--- config.mk ---
export PLATFORM = sky130hd
export DESIGN_NAME = kfm_ram
export DESIGN_NICKNAME = d
export VERILOG_FILES = /design/src/rtl/core/kfm_ram.sv
export SDC_FILE = /design/constraint.sdc
export NUM_CORES = 1
export LEC_CHECK = 0
export BUFFER_PORTS_ARGS = -buffer_cell sky130_fd_sc_hd__buf_2
export CAP_MARGIN = 20
export CORE_AREA = 2 2 96 98
export CTS_CLUSTER_DIAMETER = 80
export CTS_CLUSTER_SIZE = 14
export DETAILED_ROUTE_END_ITERATION = 12
export DIE_AREA = 0 0 98 100
export MAX_ROUTING_LAYER = met4
export PLACE_DENSITY = 0.85
export SETUP_SLACK_MARGIN = 0.5
export SLEW_MARGIN = 20
export SYNTH_ARGS = -nofsm -noshare
export SYNTH_HDL_FRONTEND = slang
export SYNTH_SLANG_ARGS = --single-unit
--- constraint.sdc ---
create_clock -name clk -period 1.7 [get_ports clk]
set_input_delay 0.085 -clock clk [delete_from_list [all_inputs] [get_ports clk]]
set_output_delay 0.085 -clock clk [all_outputs]
set_load 0.02 [all_outputs]
--- src/rtl/core/kfm_ram.sv ---
// ----------------------------------------------------------------------------
// kfm_ram: generic simple dual-port RAM
// One write port, one read port, registered read data, no reset.
// ----------------------------------------------------------------------------
module kfm_ram #(
  parameter int WIDTH = 8,
  parameter int DEPTH = 16
) (
  input  logic                     clk,
  input  logic                     wr_en,
  input  logic [$clog2(DEPTH)-1:0] wr_addr,
  input  logic [WIDTH-1:0]         wr_data,
  input  logic [$clog2(DEPTH)-1:0] rd_addr,
  output logic [WIDTH-1:0]         rd_data
);

  logic [WIDTH-1:0] mem [DEPTH];

  always_ff @(posedge clk) begin
    if (wr_en) begin
      mem[wr_addr] <= wr_data;
    end
    rd_data <= mem[rd_addr];
  end

endmodule

==> results.txt <==
outcome: finished clean
clock latency at the later pin of the worst-skew pair: 520 ps
wire per inst: 23.9 um
clock sink total: 136
Flop pwr share: 50.0%
Worst EP required: 2100 ps
fin nets: 314
Max Slew Vio Count: 0
Lkg Pwr: 2.11 nW
layer carrying the most global-route usage: met2
Fin. Hold Viols: 0
FP Rows: 35
#FFs+latches synth: 136
power share of the combinational group: 5.5%
RSZ-0062 raised after global routing: true
antenna violations before repair: 0
met1 Use GR: 31.0%
# diodes: 0
Clock Skew: 7.19 ps
Initial DRC Count: 276
cell count after synthesis: 229
Max Buffers Root-to-Sink: 2
maximum vdd drop: 0.00107 V
final core utilization: 69.9%
core region area: 8890 um^2
Setup TNS: 0 ps
post-DP HPWL: 6.08 mm
met3 Use GR: 6.96%
Syn Area/Cell: 22.5 um^2
WS Path Type: reg -> reg
Critical Path End Type: register
GRT met2 Usage: 34.8%
reported net switching power: 0.00151 W
clock network fraction of total power: 44.5%
Root Driver: clkbuf_8
Syn-to-layout area delta: 20.8%
DRC: 0
FMAX: 0.782 GHz
setup bufs post-CTS: 0
Initial Util: 57.9%
fin cells: 420
Ys Warns: 0
critical-path maximum fanout: 1
DR pass1 iterations: 5
setup violators final: 0
Die W: 98 um
vias in the first global route: 2577
cell count after placement: 380
# port buffers: 25
fin crit period: 1280 ps
fraction of layout cells with a size suffix above 1: 39.2%
Post-Syn Area: 5150 um^2
Synth Net Count: 247
Die ar.: 9800 um^2
io pins: 26
filler instances: 519
TritonCTS buffer count: 17
CTS tree: done
post-DR vias/cell: 6.05
placer congestion estimate: 0.773
Post-Route WL: 10.1 mm
Pwr Density: 1220 nW/um^2
Die Y: 100 um
first-pass GRT wire length: 15.3 mm
Synth cell types: 19
post-synthesis sequential area ratio: 77.8%
grt total ovfl: 0
Worst Hold Class: in -> reg
Pint: 0.00605 W
Max Cap Viol: 0
overall global routing resource usage: 22.9%
Sw Share: 20.0%
Clock transition at path regs: 60 ps
startpoint class of the critical path: register
Slew @ Worst Pin: 518 ps
Detail Route Antenna Nets: 0
Worst slew margin: 65.4%
# H-tree levels: 4
largest net degree at the start of global routing: 33
total number of vias: 2540
post-layout power: 0.00756 W
crit path DAT: 1680 ps
post-route clock period utilization: 75.2%
## logic make-up after synthesis
family / Yosys count / share of synthesized area [%]
AOI/OAI and AO/OA: 16 / 2.33
DFF: 136 / 77.8
and+or+nand+nor: 35 / 3.18
muxes: 32 / 15.0
buffers and inverters: 10 / 1.68
## critical path, cell delays in order (launching register included)
cell      delay [ps]
edfxtp_1         380
mux4_2           460
a22oi_1          250
nand2_1           80
## worst paths after layout
| check | from | endpoint | slack [ps] | cells after the start |
|---|---|---|---|---|
| max | mem[0][4]$_DFFE_PP_ | rd_data[4]$_DFF_P_ | 420 | 3 |
| min | wr_addr[1] | mem[0][3]$_DFFE_PP_ | 40 | 2 |
| max reg2reg | mem[0][4]$_DFFE_PP_ | rd_data[4]$_DFF_P_ | 420 | 3 |
| min reg2reg | mem[14][4]$_DFFE_PP_ | rd_data[4]$_DFF_P_ | 680 | 3 |
## power by group through the flow
stage	combinational (W)	clock (W)	sequential [W]
final	0.000414	0.00337	0.00378
after CTS	0.000416	0.00341	0.00378
after floorplan	0.000196	0	0.00386
after global placement	0.000363	0	0.00384
after detailed placement	0.000377	0	0.00384
after global routing	0.000444	0.00355	0.00378
## synthesized netlist by cell type
library cell	n	area, um^2
and2_1	1	6.26
nand2_1	9	33.8
and2b_1	1	7.51
buf_4	1	7.51
a22oi_1	16	120
nor2_1	13	48.8
nand3b_1	2	15.0
mux4_1	14	368
nand3_1	1	5.00
nor2b_1	1	6.26
edfxtp_1	128	3840
nor3_1	4	20.0
buf_6	3	33.8
clkdlybuf4s25_2	3	30.0
mux4_2	18	405
buf_2	3	15.0
or3b_2	1	8.76
dfxtp_1	8	160
nand2b_1	2	12.5
## sequential cells by signal, summed over array words and instances (netlist names)
register	flops
rd_data	8
mem	128
## cells in the final DEF, fill, tap and decap left out, types with 5 or more instances in the layout
| master | netlist | routed |
|---|---|---|
| a22oi_1 | 16 | 6 |
| a22oi_2 | 0 | 10 |
| buf_2 | 3 | 25 |
| buf_4 | 1 | 23 |
| clkbuf_1 | 0 | 5 |
| clkbuf_16 | 0 | 16 |
| dfxtp_1 | 8 | 8 |
| dlygate4sd3_1 | 0 | 8 |
| edfxtp_1 | 128 | 128 |
| mux4_1 | 14 | 5 |
| mux4_2 | 18 | 27 |
| nand2_1 | 9 | 9 |
| nor2_1 | 13 | 10 |
## per-stage QoR
step           instance area, um^2  worst slack, ps  hold slack (ps)
2_1_floorplan                 5190              479              184
5_1_grt                       6220              366             39.9
3_5_place_dp                  5570              128              481
4_1_cts                       6220              425             30.5
3_3_place_gp                  5570              137              466
6_report                      6220              422             41.5
## area by class of cell
| class | count | area [um^2] | share of cell area [%] |
|---|---|---|---|
| multi-input cells | 83 | 1100 | 17.8 |
| clock inverters | 9 | 105 | 1.69 |
| well taps | 111 | 139 | 2.23 |
| repair buffers | 58 | 418 | 6.72 |
| clock buffers | 23 | 447 | 7.18 |
| flip-flops and latches | 136 | 4000 | 64.4 |
## repair_timing
item / 4_1_cts / 5_1_grt
hold buffers: 8 / 0
resized for setup: 19 / 0
cloned: 0 / 0
endpoints found under the hold margin: 128 / 0
endpoints found under the setup margin: 8 / 8
pin swaps: 10 / 0
## layer usage
layer,routed length [um],vias up
li1,-,1099
met1,4030,1280
met2,5040,145
met3,836,16
met4,140,0
met5,0,-
No activity file was read; power rests on OpenSTA's default activity.
