`config.mk`:
```
export PLATFORM = sky130hd
export DESIGN_NAME = kfm_cmp
export DESIGN_NICKNAME = d
export VERILOG_FILES = /design/src/rtl/core/kfm_pkg.sv /design/src/rtl/core/kfm_cmp.sv
export SDC_FILE = /design/constraint.sdc
export NUM_CORES = 1
export LEC_CHECK = 0
export BUFFER_PORTS_ARGS = -buffer_cell sky130_fd_sc_hd__buf_2
export CORE_MARGIN = 3
export CORE_UTILIZATION = 25
export DETAILED_ROUTE_END_ITERATION = 8
export PLACE_DENSITY = 0.68
export SYNTH_ARGS = -nofsm -noshare
export SYNTH_HDL_FRONTEND = slang
export SYNTH_SLANG_ARGS = --single-unit
```
`constraint.sdc`:
```
create_clock -name vclk -period 1.4
set_input_delay 0.07 -clock vclk [all_inputs]
set_output_delay 0.07 -clock vclk [all_outputs]
set_load 0.02 [all_outputs]
```
`src/rtl/core/kfm_pkg.sv`:
```
// ----------------------------------------------------------------------------
// kfm_pkg: shared types and constants for the key frequency min/max table
// Table size, field widths, action codes and the command/result words.
// ----------------------------------------------------------------------------
package kfm_pkg;

  localparam int KEY_COUNT  = 256;
  localparam int ADDR_BITS  = $clog2(KEY_COUNT);
  localparam int COUNT_BITS = 16;
  localparam int STAMP_BITS = 32;

  localparam logic [COUNT_BITS-1:0] COUNT_MAX = '1;

  // action codes
  localparam logic [1:0] ACT_INC  = 2'd0;
  localparam logic [1:0] ACT_DEC  = 2'd1;
  localparam logic [1:0] ACT_QMAX = 2'd2;
  localparam logic [1:0] ACT_QMIN = 2'd3;

  typedef struct packed {
    logic [1:0] action;
    logic [7:0] key_id;
  } in_word_t;

  typedef struct packed {
    logic [7:0] result_key;
    logic       empty_flag;
  } out_word_t;

  // one table entry: count plus stamp of its last change
  typedef struct packed {
    logic [COUNT_BITS-1:0] count;
    logic [STAMP_BITS-1:0] stamp;
  } entry_t;

endpackage

```
`src/rtl/core/kfm_cmp.sv`:
```
// ----------------------------------------------------------------------------
// kfm_cmp: entry compare unit
// Decides whether a candidate entry beats the current best entry.
// ----------------------------------------------------------------------------
module kfm_cmp (
  input  kfm_pkg::entry_t cand,
  input  kfm_pkg::entry_t best,
  input  logic            want_max,
  output logic            better
);

  always_comb begin
    if (cand.count == best.count) begin
      // tie: earlier stamp wins, the current best keeps a full tie
      better = cand.stamp < best.stamp;
    end else if (want_max) begin
      better = cand.count > best.count;
    end else begin
      better = cand.count < best.count;
    end
  end

endmodule

```
==> run summary, run 1 <==
Minimum clock period = 1.91 ns
Drt wl/cell = 10.3 um
Int Pwr = 0.312 mW
First-pass GRT wire length = 5010 um
Grt met3 use = 0.00660
Clk pwr share = 0
Buf/Inv on CP = 3
IO Pins = 98
Seq/Total Area, Yosys = 0
Most common cell after layout, fill and taps aside = buf_2
Final #Nets = 421
Switching power = 0.229 mW
Hold path startpoint = want_max
Global routing's busiest layer = met2
Slowest stage cell on the critical path = or3_4
Violated checks = setup timing
Max FO, Critical Path = 3
Grt total ovfl = 0
Setup_tns = -0.506 ns
Die height = 75.5 um
Post-CTS Hold Buffers = 0
Row count = 24
WP data required = 1.33 ns
Vias per inst = 4.41
Register share of total power = 0
Cells after synthesis = 163
Worst Setup SP = best[46]
Peak VDD IR = 88.4 uV
CP Cell Sequence = buf_8 > inv_6 > ha_4 > nand4_1 > or2_4 > or3_4 > a211oi_4 > o2111ai_2 > o21ai_2 > buf_6
Drc violations = 0
Initial antenna violation count = 0
Synth Cell Area = 0.00121 mm2
Reg area = 0 um2
Slew @ Worst Pin = 0.337 ns
Clkbuf count = 0
Worst setup margin = -0.506 ns
Antenna cells = 0
HP Class = in -> out
Critical Path Max Stage Delay = 0.40 ns
M2 GR Usage = 0.206
Largest net degree at the start of global routing = 4
Logic pwr share = 1.000
IO buf count = 98
Cell variety after synth = 29
Commonest cells after routing, fill and taps aside = buf_2, ha_1, inv_1
P&R area growth vs syn = 71.8%
Critical path type = in -> out
Outcome = complete, but fails checks
Warnings from Yosys = 0
Final Hold Violating Endpoints = 0
Final setup fails = 1
Period utilization = 1.36
Crit start category = input pin
Drt pass-1 iters = 2
Syn Nets = 307
Antenna Nets Post-Route = 0
Via count = 1,441
Slew HR = 0.775
Max_cap viols = 0
CP arrival = 1.84 ns
CP endpoint kind = output port
Vias in the first global route = 1,364
PwrDens = 261 mW/mm2
Initial DRC Count = 14
RSZ-0062 raised after global routing = true
Highest Clock Rate = 525 MHz
Final Max Tran Viols = 0
CORE AREA = 0.00450 mm2
Mapped Avg Cell Area = 7.42 um2
FILL cells = 475
Layout cells sized above 1 = 0.502
Starting Density = 0.268
Sequential cell count = 0
Routed WL = 3370 um
Gr usage total = 0.104
Top cell family by delay on the critical path = simple AND/OR/NAND/NOR gates
Post-route insts no fill = 327
Dpl hpwl = 3190 um
Hold slack final = 0.545 ns
Lkg Pwr = 1.25 nW
Die area = 0.00570 mm2
DIE WIDTH = 75.5 um
RD Place Congestion = 0.766
Sw frac = 0.423
Met1 Usage GRT = 0.129
Inst Count DP = 325
[worst paths after layout]
kind      to  slack (ns)  cells past startpoint
max   better       -0.51                     10
min   better        0.55                      4
[final cells by class]
type | instances | area [um2] | area share
well taps | 52 | 65.1 | 0.0313
repair buffers | 112 | 653 | 0.314
inverters | 47 | 201 | 0.0970
multi-input cells | 116 | 1160 | 0.557
[worst min-delay path: cells and delay by family]
family / cells / cell delay [ns]
xor+xnor: 1 / 0.06
compound gates: 1 / 0.14
buf+inv: 2 / 0.20
[cell families after synthesis]
logic type                 share of synthesized area
adders and majority gates                      0.487
and+or+nand+nor                                0.128
xor gates and xnor gates                     0.00725
AOI/OAI and AO/OA                              0.232
buffers and inverters                          0.146
[what timing repair did]
action	in CTS	in global routing
pin swaps	0	7
setup buffers	0	2
cloned	0	0
resized for setup	5	15
setup endpoints to repair	1	1
endpoints found under the hold margin	0	0
[power groups by stage]
stage / logic (mW) / clock network, mW / registers [mW]
2_1_floorplan: 0.270 / 0 / 0
3_3_place_gp: 0.500 / 0 / 0
3_5_place_dp: 0.513 / 0 / 0
4_1_cts: 0.522 / 0 / 0
5_1_grt: 0.625 / 0 / 0
6_report: 0.542 / 0 / 0
[stage by stage]
stage	area, um2	utilization	setup slack, ns	total power, mW
5_1_grt	2080	0.461	-0.594	0.625
6_report	2080	0.461	-0.506	0.542
2_1_floorplan	1340	-	-0.0703	0.270
4_1_cts	1990	0.443	-0.448	0.522
3_5_place_dp	1980	0.440	-0.603	0.513
3_3_place_gp	1980	0.440	-0.566	0.500
[metal layers]
metal,vias up,part of all wire,wire length (um)
li1,797,-,-
met1,596,0.43,1460
met2,48,0.50,1680
met3,0,0.068,230
met4,0,0,0
met5,-,0,0
[cells in the mapped netlist]
library cell / number / area (um2)
ha_1: 47 / 588
inv_1: 47 / 176
a21oi_1: 11 / 55.1
a21o_1: 8 / 60.1
nand4_1: 7 / 43.8
nand2_1: 6 / 22.5
nor2_1: 4 / 15.0
a211oi_1: 3 / 22.5
o211ai_1: 3 / 22.5
a21o_2: 2 / 17.5
and4_1: 2 / 17.5
nand3_1: 2 / 10.0
nor2b_1: 2 / 12.5
o21a_1: 2 / 15.0
o21ai_0: 2 / 10.0
o31ai_1: 2 / 15.0
a2111oi_0: 1 / 8.76
a211o_2: 1 / 10.0
a211oi_2: 1 / 12.5
a31oi_1: 1 / 6.26
and4_2: 1 / 10.0
nand2b_1: 1 / 6.26
nor3_1: 1 / 5.00
o2111ai_1: 1 / 8.76
o21bai_1: 1 / 7.51
o311ai_0: 1 / 8.76
or2_1: 1 / 6.26
or3_1: 1 / 6.26
xor2_1: 1 / 8.76
No activity file was read; power rests on OpenSTA's default activity.
==> run 2: changes to the inputs <==
CORE_UTILIZATION = 35   (was 25)
PLACE_DENSITY = 0.86   (was 0.68)
==> run 2 against run 1 <==
  * The flow still finishes with violations (setup timing)
  * Cell area shrank 2.3%
  * Sequential share of layout area is the same
  * Count of clock-buffer cells in the layout is the same
  * Via count grew 2.0%
  * Global-route usage grew 5.6 points
  * Utilization grew 18 points
  * Combinational power shrank 1%
  * Wire length grew 1.9%
  * Critical path depth is the same
  * Sequential cell count is the same
==> run summary, run 2 (same netlist as run 1, synthesis figures left out) <==
Worst Hold Depth = 4
Antenna Nets Post-Route = 0
Antenna cells = 0
Row count = 20
Int Pwr = 0.305 mW
Sw frac = 0.431
Clk pwr share = 0
Slew HR = 0.772
Outcome = complete, but fails checks
WP data required = 1.33 ns
Highest Clock Rate = 569 MHz
P&R area growth vs syn = 67.8%
Critical Path Max Stage Delay = 0.34 ns
First-pass GRT wire length = 5690 um
CP endpoint kind = output port
IO buf count = 98
Drt pass-1 iters = 4
CP Cell Sequence = buf_8 > inv_12 > ha_4 > nand4_1 > or2_1 > or3_4 > a211oi_2 > o2111ai_2 > o21ai_2 > buf_6
Drc violations = 0
Lkg Pwr = 1.23 nW
Minimum clock period = 1.76 ns
Vias per inst = 4.67
IO Pins = 98
Drt wl/cell = 10.9 um
Reg area = 0 um2
Slew @ Worst Pin = 0.341 ns
Via count = 1,470
Period utilization = 1.25
Most common cell after layout, fill and taps aside = buf_2
Largest net degree at the start of global routing = 4
Max FO, Critical Path = 3
Routed WL = 3430 um
RSZ-0062 raised after global routing = true
Sequential cell count = 0
CORE AREA = 0.00318 mm2
Logic pwr share = 1.000
Min-Delay Endpoint = better
Die area = 0.00419 mm2
Initial DRC Count = 24
Hold path startpoint = want_max
Crit start category = input pin
Max_cap viols = 0
Clkbuf count = 0
CP arrival = 1.69 ns
Placed Area = 0.00196 mm2
Final Hold Violating Endpoints = 0
HP Class = in -> out
Dpl hpwl = 3300 um
Slowest stage cell on the critical path = or3_4
Gr usage total = 0.160
Peak VDD IR = 133 uV
Register share of total power = 0
Worst setup margin = -0.356 ns
DP Worst Slack = -0.459 ns
Final Max Tran Viols = 0
Switching power = 0.231 mW
Final setup fails = 1
Finished layout cell area = 0.00203 mm2
RD Place Congestion = 0.796
Initial antenna violation count = 0
Final #Nets = 417
Starting Density = 0.380
Die height = 64.8 um
Layout cells sized above 1 = 0.494
Grt total ovfl = 0
Post-CTS Hold Buffers = 0
PwrDens = 264 mW/mm2
Violated checks = setup timing
Critical path type = in -> out
Worst Setup SP = best[47]
Vias in the first global route = 1,475
Commonest cells after routing, fill and taps aside = buf_2, ha_1, inv_1
DIE WIDTH = 64.8 um
-- run 2: cell types whose count changed in the layout (fill, tap and decap cells not counted), sizes merged --
cell,previous run,this run
buf,112,108
-- run 2: layout make-up --
class,instances,area [um2]
timing repair buffer,108,609
multi-input combinational,116,1160
fill,287,1150
tap,44,55.1
inverter,47,201
-- run 2: critical path, delay by kind of cell --
family	cells	cell delay, ns
and+or+nand+nor	3	0.71
AOI/OAI and AO/OA	3	0.41
buffers and inverters	3	0.25
adders and majority gates	1	0.25
-- run 2: worst max-delay path by stage --
stage                         to  depth (start not counted)
after floorplan           better                          8
after global placement    better                          8
after detailed placement  better                          8
after CTS                 better                         10
after global routing      better                         10
final                     better                         10
-- run 2: stage by stage --
stage               hold WS [ns]  setup TNS (ns)   util  cells  power, mW
detailed placement         0.566          -0.459  0.616    315      0.516
global route               0.576          -0.449  0.638    315      0.619
finish                     0.538          -0.356  0.638    315      0.536
CTS                        0.542          -0.341  0.631    315      0.539
floorplan                  0.404         -0.0703      -    163      0.270
global placement           0.562          -0.396  0.616    315      0.501
-- run 2: repair_timing --
item	4_1_cts	5_1_grt
endpoints found under the setup margin	1	1
resized for setup	14	3
buffers inserted	0	0
-- run 2: power by group through the flow --
stage / logic (mW) / clock network [mW] / registers, mW
after floorplan: 0.270 / 0 / 0
after global placement: 0.501 / 0 / 0
after detailed placement: 0.516 / 0 / 0
after CTS: 0.539 / 0 / 0
after global routing: 0.619 / 0 / 0
final: 0.536 / 0 / 0
-- run 2: per-layer routing --
layer	part of all wire	vias to the layer above	track usage
li1	-	791	-
met2	0.53	48	0.317
met5	0	-	0
met4	0.0099	0	0.0185
met3	0.059	4	0.0156
met1	0.40	627	0.187
